--- src/design/rcc_pkg.sv ---
// Shared types and constants for the rounded corner coverage block.
// Used by every module of the block; depends on nothing.
`timescale 1ns / 1ps

package rcc_pkg;

    localparam int CFG_IDX_W = 3;
    localparam int CFG_DATA_W = 12;

    localparam logic [CFG_IDX_W-1:0] CFG_LEFT   = 3'd0;
    localparam logic [CFG_IDX_W-1:0] CFG_TOP    = 3'd1;
    localparam logic [CFG_IDX_W-1:0] CFG_WIDTH  = 3'd2;
    localparam logic [CFG_IDX_W-1:0] CFG_HEIGHT = 3'd3;
    localparam logic [CFG_IDX_W-1:0] CFG_RADIUS = 3'd4;

    localparam logic [1:0] CORNER_TL = 2'd0;
    localparam logic [1:0] CORNER_TR = 2'd1;
    localparam logic [1:0] CORNER_BL = 2'd2;
    localparam logic [1:0] CORNER_BR = 2'd3;

    localparam logic [31:0] ROOT_TOP = 32'h4000_0000;
    localparam int ROOT_STAGES = 8;
    localparam int ROOT_STEPS = 2;

    localparam logic [8:0] COV_FULL = 9'd256;

    localparam int QDEPTH = 8;
    localparam int QAW = 3;
    localparam int CREDIT_W = 4;

    typedef struct packed {
        logic signed [11:0] left;
        logic signed [11:0] top;
        logic signed [11:0] width;
        logic signed [11:0] height;
    } t_cfg;

    typedef struct packed {
        logic [5:0] dx;
        logic [5:0] dy;
        logic [8:0] cov;
    } t_item;

    typedef struct packed {
        logic [31:0] rem;
        logic [31:0] res;
    } t_root;

    function automatic t_root root_step(input t_root s, input logic [31:0] bitv);
        t_root       o;
        logic [31:0] trial;
        trial = s.res + bitv;
        if (s.rem >= trial) begin
            o.rem = s.rem - trial;
            o.res = (s.res >> 1) + bitv;
        end else begin
            o.rem = s.rem;
            o.res = s.res >> 1;
        end
        return o;
    endfunction

endpackage

--- src/design/rcc_isqrt.sv ---
// Pipelined integer square root, two digit steps per stage.
// Depends on rcc_pkg for the step function and stage counts.
`timescale 1ns / 1ps

module rcc_isqrt #(
    parameter int TW = 20
) (
    input  logic          i_clk,
    input  logic          i_rst_n,
    input  logic          i_valid,
    input  logic [31:0]   i_value,
    input  logic [TW-1:0] i_tag,
    output logic          o_valid,
    output logic [15:0]   o_root,
    output logic [TW-1:0] o_tag
);

    localparam int NS = rcc_pkg::ROOT_STAGES;

    rcc_pkg::t_root r_st  [NS];
    logic           r_vld [NS];
    logic [TW-1:0]  r_tag [NS];

    for (genvar k = 0; k < NS; k++) begin : g_stage
        rcc_pkg::t_root w_in;
        rcc_pkg::t_root n_st;
        logic           w_vld;
        logic [TW-1:0]  w_tag;

        if (k == 0) begin : g_first
            assign w_in.rem = i_value;
            assign w_in.res = '0;
            assign w_vld    = i_valid;
            assign w_tag    = i_tag;
        end else begin : g_next
            assign w_in  = r_st[k-1];
            assign w_vld = r_vld[k-1];
            assign w_tag = r_tag[k-1];
        end

        always_comb begin
            n_st = w_in;
            for (int j = 0; j < rcc_pkg::ROOT_STEPS; j++) begin
                n_st = rcc_pkg::root_step(n_st,
                    rcc_pkg::ROOT_TOP >> (2 * (rcc_pkg::ROOT_STEPS * k + j)));
            end
        end

        always_ff @(posedge i_clk) begin
            if (!i_rst_n) begin
                r_vld[k] <= 1'b0;
            end else begin
                r_vld[k] <= w_vld;
            end
        end

        always_ff @(posedge i_clk) begin
            r_st[k]  <= n_st;
            r_tag[k] <= w_tag;
        end
    end

    assign o_valid = r_vld[NS-1];
    assign o_root  = r_st[NS-1].res[15:0];
    assign o_tag   = r_tag[NS-1];

endmodule

--- src/design/rcc_front.sv ---
// Front part: configuration registers, radius clamp, offset classification,
// squared distance, square root and coverage. Depends on rcc_pkg and rcc_isqrt.
`timescale 1ns / 1ps

module rcc_front #(
    parameter int MAX_RADIUS = 63
) (
    input  logic                               i_clk,
    input  logic                               i_rst_n,
    input  logic                               start,
    output logic                               busy,
    input  logic [5:0]                         i_offset_x,
    input  logic [5:0]                         i_offset_y,
    input  logic                               i_cfg_valid,
    input  logic [rcc_pkg::CFG_IDX_W-1:0]      i_cfg_index,
    input  logic [rcc_pkg::CFG_DATA_W-1:0]     i_cfg_data,
    input  logic                               i_pop,
    output logic                               o_push,
    output rcc_pkg::t_item                     o_push_item,
    output rcc_pkg::t_cfg                      o_cfg
);

    localparam int RW = $clog2(MAX_RADIUS + 1);
    localparam int CMPW = (RW > 6) ? RW : 6;
    localparam int TW = 1 + RW + 12;

    logic signed [11:0] r_left, r_top, r_width, r_height;
    logic [5:0]         r_radius;

    logic                         w_accept;
    logic [rcc_pkg::CREDIT_W-1:0] r_credit, n_credit;

    logic          r_a_vld, r_a_nonempty;
    logic [RW-1:0] r_a_r;
    logic [5:0]    r_a_dx, r_a_dy;

    logic [11:0]   w_half_w, w_half_h, w_m1, w_m2, w_m3;

    logic          r_b_vld;
    logic [TW-1:0] r_b_tag;
    logic [12:0]   r_b_sum;

    logic            w_ok;
    logic [CMPW-1:0] w_cx_full, w_cy_full;
    logic [5:0]      w_cx, w_cy;
    logic [11:0]     w_sq_x, w_sq_y;

    logic          w_s_vld;
    logic [15:0]   w_s_root;
    logic [TW-1:0] w_s_tag;
    logic [RW-1:0] w_s_r;
    logic [17:0]   w_cov;
    logic          w_pos;

    logic           r_push, r_drop;
    rcc_pkg::t_item r_item;

    always_ff @(posedge i_clk) begin
        if (!i_rst_n) begin
            r_left   <= '0;
            r_top    <= '0;
            r_width  <= '0;
            r_height <= '0;
            r_radius <= '0;
        end else if (i_cfg_valid) begin
            case (i_cfg_index)
                rcc_pkg::CFG_LEFT:   r_left   <= i_cfg_data;
                rcc_pkg::CFG_TOP:    r_top    <= i_cfg_data;
                rcc_pkg::CFG_WIDTH:  r_width  <= i_cfg_data;
                rcc_pkg::CFG_HEIGHT: r_height <= i_cfg_data;
                rcc_pkg::CFG_RADIUS: r_radius <= i_cfg_data[5:0];
                default: ;
            endcase
        end
    end

    assign o_cfg.left   = r_left;
    assign o_cfg.top    = r_top;
    assign o_cfg.width  = r_width;
    assign o_cfg.height = r_height;

    // Each accepted offset holds one credit until it is dropped or leaves the queue.
    assign busy     = (r_credit == rcc_pkg::CREDIT_W'(rcc_pkg::QDEPTH));
    assign w_accept = start && !busy;
    assign n_credit = r_credit + rcc_pkg::CREDIT_W'(w_accept)
                    - rcc_pkg::CREDIT_W'(r_drop) - rcc_pkg::CREDIT_W'(i_pop);

    always_ff @(posedge i_clk) begin
        if (!i_rst_n) begin
            r_credit <= '0;
        end else begin
            r_credit <= n_credit;
        end
    end

    assign w_half_w = 12'(r_width >>> 1);
    assign w_half_h = 12'(r_height >>> 1);

    always_comb begin
        w_m1 = ({6'b0, r_radius} < 12'(MAX_RADIUS)) ? {6'b0, r_radius} : 12'(MAX_RADIUS);
        w_m2 = (w_m1 < w_half_w) ? w_m1 : w_half_w;
        w_m3 = (w_m2 < w_half_h) ? w_m2 : w_half_h;
    end

    always_ff @(posedge i_clk) begin
        if (!i_rst_n) begin
            r_a_vld <= 1'b0;
        end else begin
            r_a_vld <= w_accept;
        end
    end

    always_ff @(posedge i_clk) begin
        r_a_nonempty <= !r_width[11] && (r_width != '0) && !r_height[11] && (r_height != '0);
        r_a_r        <= w_m3[RW-1:0];
        r_a_dx       <= i_offset_x;
        r_a_dy       <= i_offset_y;
    end

    always_comb begin
        w_ok = r_a_nonempty && (CMPW'(r_a_dx) < CMPW'(r_a_r))
            && (CMPW'(r_a_dy) < CMPW'(r_a_r));
        w_cx_full = CMPW'(r_a_r) - CMPW'(r_a_dx) - CMPW'(1);
        w_cy_full = CMPW'(r_a_r) - CMPW'(r_a_dy) - CMPW'(1);
        w_cx = w_cx_full[5:0];
        w_cy = w_cy_full[5:0];
        w_sq_x = 12'(w_cx) * 12'(w_cx);
        w_sq_y = 12'(w_cy) * 12'(w_cy);
    end

    always_ff @(posedge i_clk) begin
        if (!i_rst_n) begin
            r_b_vld <= 1'b0;
        end else begin
            r_b_vld <= r_a_vld;
        end
    end

    always_ff @(posedge i_clk) begin
        r_b_tag <= {w_ok, r_a_r, r_a_dx, r_a_dy};
        r_b_sum <= 13'(w_sq_x) + 13'(w_sq_y);
    end

    rcc_isqrt #(
        .TW(TW)
    ) u_isqrt (
        .i_clk   (i_clk),
        .i_rst_n (i_rst_n),
        .i_valid (r_b_vld),
        .i_value ({3'b0, r_b_sum, 16'b0}),
        .i_tag   (r_b_tag),
        .o_valid (w_s_vld),
        .o_root  (w_s_root),
        .o_tag   (w_s_tag)
    );

    assign w_s_r = w_s_tag[RW+11:12];
    assign w_cov = 18'(w_s_root) + 18'd256 - (18'(w_s_r) << 8);
    assign w_pos = !w_cov[17] && (w_cov != '0);

    always_ff @(posedge i_clk) begin
        if (!i_rst_n) begin
            r_push <= 1'b0;
            r_drop <= 1'b0;
        end else begin
            r_push <= w_s_vld && w_s_tag[TW-1] && w_pos;
            r_drop <= w_s_vld && !(w_s_tag[TW-1] && w_pos);
        end
    end

    always_ff @(posedge i_clk) begin
        r_item.dx  <= w_s_tag[11:6];
        r_item.dy  <= w_s_tag[5:0];
        r_item.cov <= (w_cov[16:0] > 17'(rcc_pkg::COV_FULL)) ? rcc_pkg::COV_FULL : w_cov[8:0];
    end

    assign o_push      = r_push;
    assign o_push_item = r_item;

endmodule

--- config.mk ---
export PLATFORM = sky130hd
export DESIGN_NAME = rcc_front
export DESIGN_NICKNAME = d
export VERILOG_FILES = /design/src/design/rcc_pkg.sv /design/src/design/rcc_isqrt.sv /design/src/design/rcc_front.sv
export SDC_FILE = /design/constraint.sdc
export NUM_CORES = 1
export LEC_CHECK = 0
export ABC_AREA = 1
export BUFFER_PORTS_ARGS = -buffer_cell sky130_fd_sc_hd__buf_2
export CAP_MARGIN = 20
export CORE_MARGIN = 4
export CORE_UTILIZATION = 55
export DETAILED_ROUTE_END_ITERATION = 7
export PLACE_DENSITY_LB_ADDON = 0.08
export RECOVER_POWER = 25
export REMOVE_ABC_BUFFERS = 1
export SYNTH_ARGS = -nofsm -noshare
export SYNTH_HDL_FRONTEND = slang
export SYNTH_SLANG_ARGS = --single-unit
--- constraint.sdc ---
create_clock -name i_clk -period 7.8 [get_ports i_clk]
set_clock_uncertainty 0.1 [all_clocks]
set_input_delay 0.78 -clock i_clk [delete_from_list [all_inputs] [get_ports i_clk]]
set_output_delay 0.78 -clock i_clk [all_outputs]
set_load 0.01 [all_outputs]
---- Word level (Yosys, flattened, before mapping) ----
Memories as Yosys holds them, arrays and structs flattened.
Index checks and enable logic that the tools add are counted.
cells by class
  reductions and logical operators ........ 25
  divide/modulo/power cells ............... 0
  order comparisons ....................... 22
  shifts and indexed selects .............. 0
  mux-type cells .......................... 29
  equality and inequality tests ........... 5
  bitwise logic cells ..................... 8
  $add $sub $neg .......................... 56
  $mul .................................... 2
operators with widths
  operator                                                           number
  64-bit two-way mux                                                 16
  32-bit greater-or-equal comparator                                 15
  32-bit subtractor                                                  15
  31-bit by 1-bit adder with 32-bit output (second input constant)   1
  31-bit by 11-bit adder with 32-bit output (second input constant)  1
  31-bit by 13-bit adder with 32-bit output (second input constant)  1
  31-bit by 15-bit adder with 32-bit output (second input constant)  1
  31-bit by 17-bit adder with 32-bit output (second input constant)  1
  31-bit by 19-bit adder with 32-bit output (second input constant)  1
  31-bit by 21-bit adder with 32-bit output (second input constant)  1
  31-bit by 23-bit adder with 32-bit output (second input constant)  1
  31-bit by 25-bit adder with 32-bit output (second input constant)  1
  31-bit by 27-bit adder with 32-bit output (second input constant)  1
  31-bit by 29-bit adder with 32-bit output (second input constant)  1
  31-bit by 3-bit adder with 32-bit output (second input constant)   1
  31-bit by 5-bit adder with 32-bit output (second input constant)   1
  31-bit by 7-bit adder with 32-bit output (second input constant)   1
  31-bit by 9-bit adder with 32-bit output (second input constant)   1
  32-bit by 1-bit adder with 32-bit output (second input constant)   1
  32-bit by 11-bit adder with 32-bit output (second input constant)  1
  32-bit by 13-bit adder with 32-bit output (second input constant)  1
  32-bit by 15-bit adder with 32-bit output (second input constant)  1
  32-bit by 17-bit adder with 32-bit output (second input constant)  1
  32-bit by 19-bit adder with 32-bit output (second input constant)  1
  38 further kinds                                                   80
word-level totals
  memories kept ........................... 3
  output and inout bits ................... 71
  bits in read-only memories .............. 0
  bits of input ports ..................... 32
  word-level logic and storage cells ...... 169
  bits in writable memories ............... 672
  register bits ........................... 134
  latch bits .............................. 0
memory list
  memory         words  bits a word  read ports  clocked after Yosys merged registers in  wr ports  RTL line         source
  u_isqrt.r_st   8      64           8           0                                        8         rcc_isqrt.sv:20  rcc_pkg::t_root r_st [NS];
  u_isqrt.r_tag  8      19           8           0                                        8         rcc_isqrt.sv:22  logic [TW-1:0] r_tag [NS];
  u_isqrt.r_vld  8      1            8           0                                        8         rcc_isqrt.sv:21  logic r_vld [NS];

---- Longest topological paths before layout ----
Gate-level depths: netlist of run 1.
An unclocked memory read counts as a cell.
  word-level depth ........................ 8
  gate-level depth with buffers ........... 34
  mapped depth without buffers ............ 34

---- Hierarchy ----
A second synthesis of run 1 with hierarchy kept.
unflattened totals
  cell total of the unflattened synthesis .. 4,179
  area total of the unflattened synthesis .. 30,541.8 µm²
by module, submodules not included
  module     cells an instance  area each (µm²)  times used
  rcc_isqrt  3,226              22,938.2         1
  rcc_front  953                7,603.5          1

---- Worst setup path after synthesis of run 1 ----
No wires, ideal clock.
  path type ............................... register -> register
  from .................................... reg r_a_r[1]
  to ...................................... reg r_b_sum[12]
  cell stages (with the launch flop) ...... 28
  setup time .............................. 0.123 ns
  period minus slack after synthesis ...... 5.975 ns
  slack ................................... 1.825 ns
  buffers on the path ..................... 0
  arrival time ............................ 5.751 ns
  cells stage by stage .................... dfxtp_1 inv_1 ha_1 nand2_1 nand2_1 a21oi_1 or2_2 nand2_1 a21oi_1 or2_2 nand2_1 nor2_1 inv_1 fa_1 fa_1 inv_1 fa_1 inv_1 fa_1 fa_1 fa_1 o21ai_0 a21oi_1 nor2_1 nor2_1 o21ai_0 a21oi_1 xor2_1
between the ends
  longest elaborated chain between the ends .. 4
  elaborated cells on any way between the ends .. 7
RTL lines
  element                                                                 RTL line                            source
  start: declaration                                                      rcc_front.sv:34                     logic [RW-1:0] r_a_r;
  start signal: assignment                                                rcc_front.sv:115                    r_a_r <= w_m3[RW-1:0];
  6-bit subtractor, on equally long branches                              rcc_front.sv:123, rcc_front.sv:124
  6-bit by 1-bit subtractor with 6-bit output, on equally long branches   rcc_front.sv:123, rcc_front.sv:124
  6-bit by 6-bit multiplier with 12-bit output, on equally long branches  rcc_front.sv:127, rcc_front.sv:128
  12-bit by 12-bit adder with 13-bit output *                             rcc_front.sv:141                    r_b_sum <= 13'(w_sq_x) + 13'(w_sq_y);
  end signal: assignment                                                  rcc_front.sv:141
  end: declaration                                                        rcc_front.sv:41                     logic [12:0] r_b_sum;
Mark *: on every way between the ends. The rest lies on a longest branch, timed or not.
A chain may end at the register's enable or synchronous reset.

---- Worst setup path in the final report of run 1 ----
Ends and elaborated chain as after synthesis.

==> summary.md, run 1 <==
| Metric | Value |
|---|---|
| Drt pass-1 iters | 8 |
| Hold Path Cell Cnt | 1 |
| Failing checks | DRC |
| CTS Buf Count | 51 |
| Switching share of power | 0.447 |
| P_sw | 5.99 mW |
| First-pass GRT wire length | 95300 um |
| Routability cong. | 0.908 |
| Initial antenna violation count | 4 |
| Fin crit period | 6520 ps |
| Number of fillers in the final layout | 4070 |
| Fin area | 28300 um^2 |
| Slew @ Worst Pin | 927 ps |
| Overflow left after global routing | 0 |
| Final Util | 0.621 |
| Worst reg-to-reg path cell count | 27 |
| Final hold vios | 0 |
| Number of synthesized register bits | 489 |
| Sum of negative setup slack | 0 ps |
| Setup crit start kind | flop |
| Placed insts | 3960 |
| Final setup violating endpoints | 0 |
| Endpoint type of the worst setup path | flop |
| Crit path top cell by count | fa_1 |
| Reg clk slew, reported paths | 60 ps |
| Post-synth EDFFs | 0 |
| Hold_buf cts | 0 |
| Reg power frac | 0.260 |
| Fraction of layout cells with a size suffix above 1 | 0.0969 |
| Die ar. | 49600 um^2 |
| Initial drt markers | 1305 |
| ANT nets after route | 0 |
| Post-CTS sizing | 0 |
| Post-CTS Setup Bufs | 0 |
| Status | finished, violations left |
| Port bufs | 102 |
| Leakage | 14.3 nW |
| WP data required | 8180 ps |
| Setup slack at placement | 1320 ps |
| Hold Startpoint | i_offset_y[3] |
| Slew Viols, Final | 0 |
| Die Wd | 223 um |
| Fmax achieved | 0.153 GHz |
| Vias | 20700 |
| Drt drc | 2 |
| CORE AREA | 45500 um^2 |
| Drt wl/cell | 14.1 um |
| WHS Endpoint | r_a_dy[3]$_DFF_P_ |
| Non-filler cells, final | 4058 |
| CTS tree | yes |
| Largest net degree at the start of global routing | 68 |
| CTS max path bufs | 3 |
| Critical path class | flop to flop |
| Initial cell density of the core | 0.558 |
| Internal | 7.41 mW |
| Max-Cap Viols | 0 |
| Reg-to-reg startpoint | r_a_r[1]$_DFF_P_ |
| Synth warn | 0 |
| # nets final | 3698 |
| # IOs | 103 |
| Critical Path Max Stage Delay | 550 ps |
| CP Max Fanout | 5 |
| Bufs and invs on worst path | 4 |
| Crit-path leading delay family | adder cells |
| Mapped Cells | 3293 |
| Max H-tree Level | 2 |
| Worst Hold Class | primary input to flop |
| Period utilization | 0.836 |
| Clk_lat worst skew | 610 ps |
| Clk root buf | clkbuf_16 |
| Final WS setup | 1280 ps |
| Post-DP HPWL | 45200 um |
| Cell area after synthesis | 25400 um^2 |
| Vias in the first global route | 20000 |
| Clock sink count | 489 |
| Area Overhead vs Synth | 11.4% |
| R2R Path End | r_b_sum[12]$_DFF_P_ |
| # rows | 78 |
| R2R setup slack | 1280 ps |
| Vias per cell | 5.11 |
| CP max stage cell | fa_1 |
| Placement Cell Area | 26400 um^2 |
| RSZ-0062 raised after global routing | false |
| Overall Global Routing Usage | 0.227 |
| Relative max-transition margin | 0.382 |
| PD cells | 474 nW/um^2 |
| Routed wire length | 57100 um |
| Clock power share | 0.194 |
| Worst IR Drop VDD | 632 uV |
| Syn_area_per_cell | 7.70 um^2 |
| Unique masters post-synth | 63 |
| Combinational Power Share | 0.546 |
| Post-synthesis sequential area ratio | 0.386 |
| Arr. time, crit path | 6900 ps |
| Die Ht | 223 um |
| Fraction of registers with async set/reset | 0 |
| Main synth FF type | dfxtp_1 |
per-layer routing:
layer	track usage	share of wire	vias up
met4	0.0748	0.030	0
met2	0.388	0.47	446
met3	0.0300	0.044	109
met1	0.298	0.46	9430
met5	0	0	-
li1	-	-	10800
per-stage QoR:
step | total power, mW | hold WS (ps)
4_1_cts | 13.5 | 119
2_1_floorplan | 9.24 | 210
6_report | 13.4 | 163
3_5_place_dp | 10.8 | 212
3_3_place_gp | 10.6 | 210
5_1_grt | 14.8 | 134
power by group through the flow:
stage,Combinational [mW],Sequential [mW],Clock (mW)
after global routing,8.48,3.53,2.78
after detailed placement,7.28,3.53,0
after CTS,7.35,3.48,2.67
final,7.32,3.48,2.61
after floorplan,5.86,3.38,0
after global placement,7.11,3.53,0
synthesized netlist by cell type, types with 3 or more instances:
| cell | instances | area share |
|---|---|---|
| a21o_1 | 7 | 0.0021 |
| nand3_2 | 19 | 0.0075 |
| buf_2 | 3 | 0.00059 |
| nor3_2 | 4 | 0.0016 |
| o21bai_1 | 10 | 0.0030 |
| clkbuf_1 | 23 | 0.0034 |
| o21ai_2 | 16 | 0.0055 |
| dfxtp_1 | 489 | 0.39 |
| nand2_4 | 5 | 0.0022 |
| a211oi_1 | 5 | 0.0015 |
| o21a_1 | 4 | 0.0012 |
| inv_2 | 16 | 0.0024 |
| nor3_1 | 31 | 0.0061 |
| a21oi_2 | 12 | 0.0041 |
| nand2_1 | 698 | 0.10 |
| o211ai_1 | 9 | 0.0027 |
| xor2_1 | 70 | 0.024 |
| o21ai_1 | 18 | 0.0036 |
| a21boi_0 | 4 | 0.0012 |
| nor4_1 | 6 | 0.0015 |
| ha_1 | 207 | 0.10 |
| nand3_1 | 216 | 0.043 |
| a31oi_1 | 8 | 0.0020 |
| nor2_1 | 343 | 0.051 |
| nor2_4 | 10 | 0.0044 |
| fa_1 | 45 | 0.036 |
| o21ai_0 | 158 | 0.031 |
| nand4_1 | 56 | 0.014 |
| nand3_4 | 3 | 0.0021 |
| inv_1 | 500 | 0.074 |
| or2_2 | 14 | 0.0035 |
| xnor2_1 | 52 | 0.018 |
| a21oi_1 | 141 | 0.028 |
| or2_0 | 3 | 0.00074 |
| nand2_2 | 22 | 0.0054 |
| nand3b_1 | 12 | 0.0036 |
| nor2_2 | 13 | 0.0032 |
| buf_6 | 11 | 0.0049 |
sequential cells by signal, indices dropped and copies added, names as in the netlist, 8 cells and up:
| name | count |
|---|---|
| u_isqrt.r_tag | 152 |
| r_b_tag | 19 |
| r_left | 12 |
| u_isqrt.r_st | 195 |
| r_width | 12 |
| r_top | 12 |
| r_height | 12 |
| o_push_item | 21 |
| u_isqrt.r_vld | 8 |
| r_b_sum | 13 |
layout make-up:
cell class / instances / area [um^2] / share of cell area
multi-input cells: 2252 / 13400 / 0.474
flip-flops and latches: 489 / 9790 / 0.346
inverters: 517 / 1940 / 0.0688
clock buffers: 59 / 1360 / 0.0480
well taps: 600 / 751 / 0.0266
clock inverters: 36 / 509 / 0.0180
repair buffers: 103 / 509 / 0.0180
diodes: 2 / 5.00 / 0.000177
worst max path at each step:
stage	start	endpoint	slack, ps	cells after the start
final	r_a_r[1]$_DFF_P_	r_b_sum[12]$_DFF_P_	1280	27
after global routing	r_a_r[1]$_DFF_P_	r_b_sum[12]$_DFF_P_	850	27
after CTS	r_a_r[1]$_DFF_P_	r_b_sum[12]$_DFF_P_	1280	27
after detailed placement	r_a_r[1]$_DFF_P_	r_b_sum[12]$_DFF_P_	1320	27
after global placement	r_a_r[1]$_DFF_P_	r_b_sum[12]$_DFF_P_	1430	27
after floorplan	r_a_r[1]$_DFF_P_	r_b_sum[12]$_DFF_P_	1830	27
kinds of logic after synthesis:
logic type / after synthesis / synth area share
AO/OA/AOI/OAI: 399 / 0.0887
XOR/XNOR: 123 / 0.0428
adder cells (fa/ha/maj): 252 / 0.138
buffers and inverters: 558 / 0.0867
flip-flops: 489 / 0.386
other: 1 / 0.000148
AND/OR/NAND/NOR: 1471 / 0.258
placed cells by master (no fill, tap or decap), types with 11 or more instances in the layout:
cell and instances:
a21oi_2 12, a21oi_1 141, nor2_2 13, clkinv_2 11
nand2_2 22, clkbuf_16 51, buf_2 98, dfxtp_1 489
nand2_1 698, fa_1 45, nand3_2 19, xnor2_1 52
xor2_1 70, or2_2 14, nand3_1 216, o21ai_2 16
nand3b_1 12, nand4_1 56, nor3_1 31, o21ai_1 18
nor2_1 343, inv_1 500, inv_2 16, ha_1 207
o21ai_0 158
(Power assumes the default switching activity.)
==> inputs of run 2 (changes only) <==
==> constraint.sdc (replaced) <==
create_clock -name i_clk -period 5.3 [get_ports i_clk]
set_clock_uncertainty 0.1 [all_clocks]
set_input_delay 0.53 -clock i_clk [delete_from_list [all_inputs] [get_ports i_clk]]
set_output_delay 0.53 -clock i_clk [all_outputs]
set_load 0.01 [all_outputs]
==> run 2 against run 1 <==
The run ends with setup timing left. Register-to-register slack lost 1700 ps. Clock-buffer cell count grew 7. Core utilization grew 2.3 points. Final area grew 3.7%. Sequential power grew 47%. Routed wire length grew 4.3%. Cell count grew 2.3%. Critical path type unchanged.
==> summary.md, run 2 (synthesis gave the netlist of run 1 again) <==
| Metric | Value |
|---|---|
| Routability cong. | 0.913 (+0.58%) |
| Setup slack at placement | -843 ps (-2160 ps) |
| Largest register FFs | 195 (unchanged) |
| Max-Cap Viols | 0 (unchanged) |
| Port bufs | 102 (unchanged) |
| Overall Global Routing Usage | 0.238 (+0.0111) |
| CTS max path bufs | 3 (unchanged) |
| Fmax achieved | 0.174 GHz (+13%) |
| Routed wire length | 59500 um (+4.3%) |
| Clk root buf | clkbuf_16 |
| Leakage | 14.8 nW (+3.6%) |
| CORE AREA | 45500 um^2 (unchanged) |
| Placement Cell Area | 27000 um^2 (+2.3%) |
| Critical path class | flop to flop |
| Final hold vios | 0 (unchanged) |
| Vias | 21100 (+1.6%) |
| First-pass GRT wire length | 99700 um (+4.6%) |
| Relative max-transition margin | 0.376 (-0.00634) |
| Non-filler cells, final | 4150 (+2.3%) |
| CP Max Fanout | 2 (-3) |
| Initial antenna violation count | 1 (-3) |
| Worst Hold Class | primary input to flop |
| Fin area | 29300 um^2 (+3.7%) |
| Die ar. | 49600 um^2 (unchanged) |
| Slew Viols, Final | 0 (unchanged) |
| WHS Endpoint | r_a_vld$_SDFF_PN0_ |
| # nets final | 3795 (+2.6%) |
| R2R setup slack | -450 ps (-1740 ps) |
| N_diodes | 0 (-2) |
| Overflow left after global routing | 0 (unchanged) |
| Commonest cells after routing, fill and taps aside | nand2_1 (692), inv_1 (491), dfxtp_1 (484) |
| Drt drc | 0 (-2) |
| Largest net degree at the start of global routing | 68 (unchanged) |
| Drt pass-1 iters | 7 (-1) |
| Final setup violating endpoints | 7 (+7) |
| Period utilization | 1.09 (+0.250) |
| # IOs | 103 (unchanged) |
| Most flops, register | u_isqrt.r_st |
| Arr. time, crit path | 6130 ps (-770 ps) |
| Initial drt markers | 1304 (-0.077%) |
| Endpoint type of the worst setup path | flop |
| # rows | 78 (unchanged) |
| Clock sink count | 489 (unchanged) |
| Initial cell density of the core | 0.558 (unchanged) |
| Hold Path Cell Cnt | 3 (+2) |
| CTS Buf Count | 50 (-2.0%) |
| WP data required | 5680 ps (-2500 ps) |
| Placed insts | 4037 (+1.9%) |
| Die Ht | 223 um (unchanged) |
| Failing checks | setup timing |
| Vias in the first global route | 20700 (+3.6%) |
| ANT nets after route | 0 (unchanged) |
| Crit path top cell by count | fa_1 |
| Reg-to-reg startpoint | r_a_r[1]$_DFF_P_ |
| Hold Startpoint | start |
| Leading cell type in the layout, fill and taps excluded | nand2_1 |
| Final WS setup | -454 ps (-1740 ps) |
| CP max stage cell | fa_1 |
| Setup crit start kind | flop |
| Max H-tree Level | 2 (unchanged) |
| Final Util | 0.645 (+0.0232) |
| Vias per cell | 5.08 (-0.68%) |
| Slew @ Worst Pin | 936 ps (+9.52 ps) |
| Worst reg-to-reg path cell count | 28 (+3.7%) |
| Fin crit period | 5750 ps (-763 ps) |
| Pwr Total | 22.3 mW (+66%) |
| Post-DP HPWL | 47100 um (+4.1%) |
| Reg clk slew, reported paths | 60 ps (about the same) |
| Worst IR Drop VDD | 1070 uV (+70%) |
| Area Overhead vs Synth | 15.6% |
| Drt wl/cell | 14.3 um (+2.0%) |
| CTS tree | yes |
| Status | finished, violations left |
| Die Wd | 223 um (unchanged) |
| Clk_lat worst skew | 610 ps (about the same) |
| Critical Path Max Stage Delay | 570 ps (+20 ps) |
| Fraction of layout cells with a size suffix above 1 | 0.132 (+0.0355) |
| R2R Path End | r_b_sum[12]$_DFF_P_ |
| RSZ-0062 raised after global routing | true |
| PD cells | 761 nW/um^2 (+60%) |
-- run 2: repair_timing --
item | in CTS | in global routing
gates resized for setup | 59 | 15
hold buffers | 12 | 0
pin swaps | 53 | 16
cloned | 0 | 0
setup endpoints to repair | 8 | 21
setup buffers | 10 | 3
hold endpoints to repair | 12 | 0
-- run 2: worst max-delay path, delay by kind of cell (launching register included) --
family          cells  cell delay (ps)
fa+ha+maj           7             3130
simple gates        9              960
compound gates      6              600
buf+inv             5              360
flops               1              340
xor+xnor            1              160
-- run 2: final cells by class --
class	count	area, um^2
clock buffers	66	1410
clock inverters	25	452
fillers	3885	16200
inverters	517	1940
multi-input cells	2252	13600
flip-flops and latches	489	9800
well taps	600	751
repair buffers	201	1330
-- run 2: how the worst max path moves through the flow --
| stage | start | endpoint | slack [ps] | cells past startpoint |
|---|---|---|---|---|
| 2_1_floorplan | r_a_r[1]$_DFF_P_ | r_b_sum[12]$_DFF_P_ | -670 | 27 |
| 3_3_place_gp | r_a_r[1]$_DFF_P_ | r_b_sum[12]$_DFF_P_ | -730 | 27 |
| 3_5_place_dp | r_a_r[1]$_DFF_P_ | r_b_sum[12]$_DFF_P_ | -840 | 27 |
| 4_1_cts | r_a_r[1]$_DFF_P_ | r_b_sum[11]$_DFF_P_ | -370 | 28 |
| 5_1_grt | r_a_r[1]$_DFF_P_ | r_b_sum[12]$_DFF_P_ | -740 | 28 |
| 6_report | r_a_r[1]$_DFF_P_ | r_b_sum[12]$_DFF_P_ | -450 | 28 |
-- run 2: power breakdown --
group          switching, mW  internal [mW]
Combinational           7.52           5.80
Sequential             0.567           4.56
Clock                   1.52           2.34
Total                   9.61           12.7
-- run 2: through the flow --
step,TNS (ps),hold slack [ps]
after floorplan,-2310,210
final,-1810,87.5
after global placement,-3110,210
after global routing,-3780,80.2
after detailed placement,-3860,212
after CTS,-1060,56.0
-- run 2: metal layers --
metal	routed length (um)	GRT usage	vias to the layer above
li1	-	-	10900
met1	27500	0.317	9702
met2	28600	0.412	388
met3	2300	0.0291	71
met4	1060	0.0585	0
met5	0	0	-
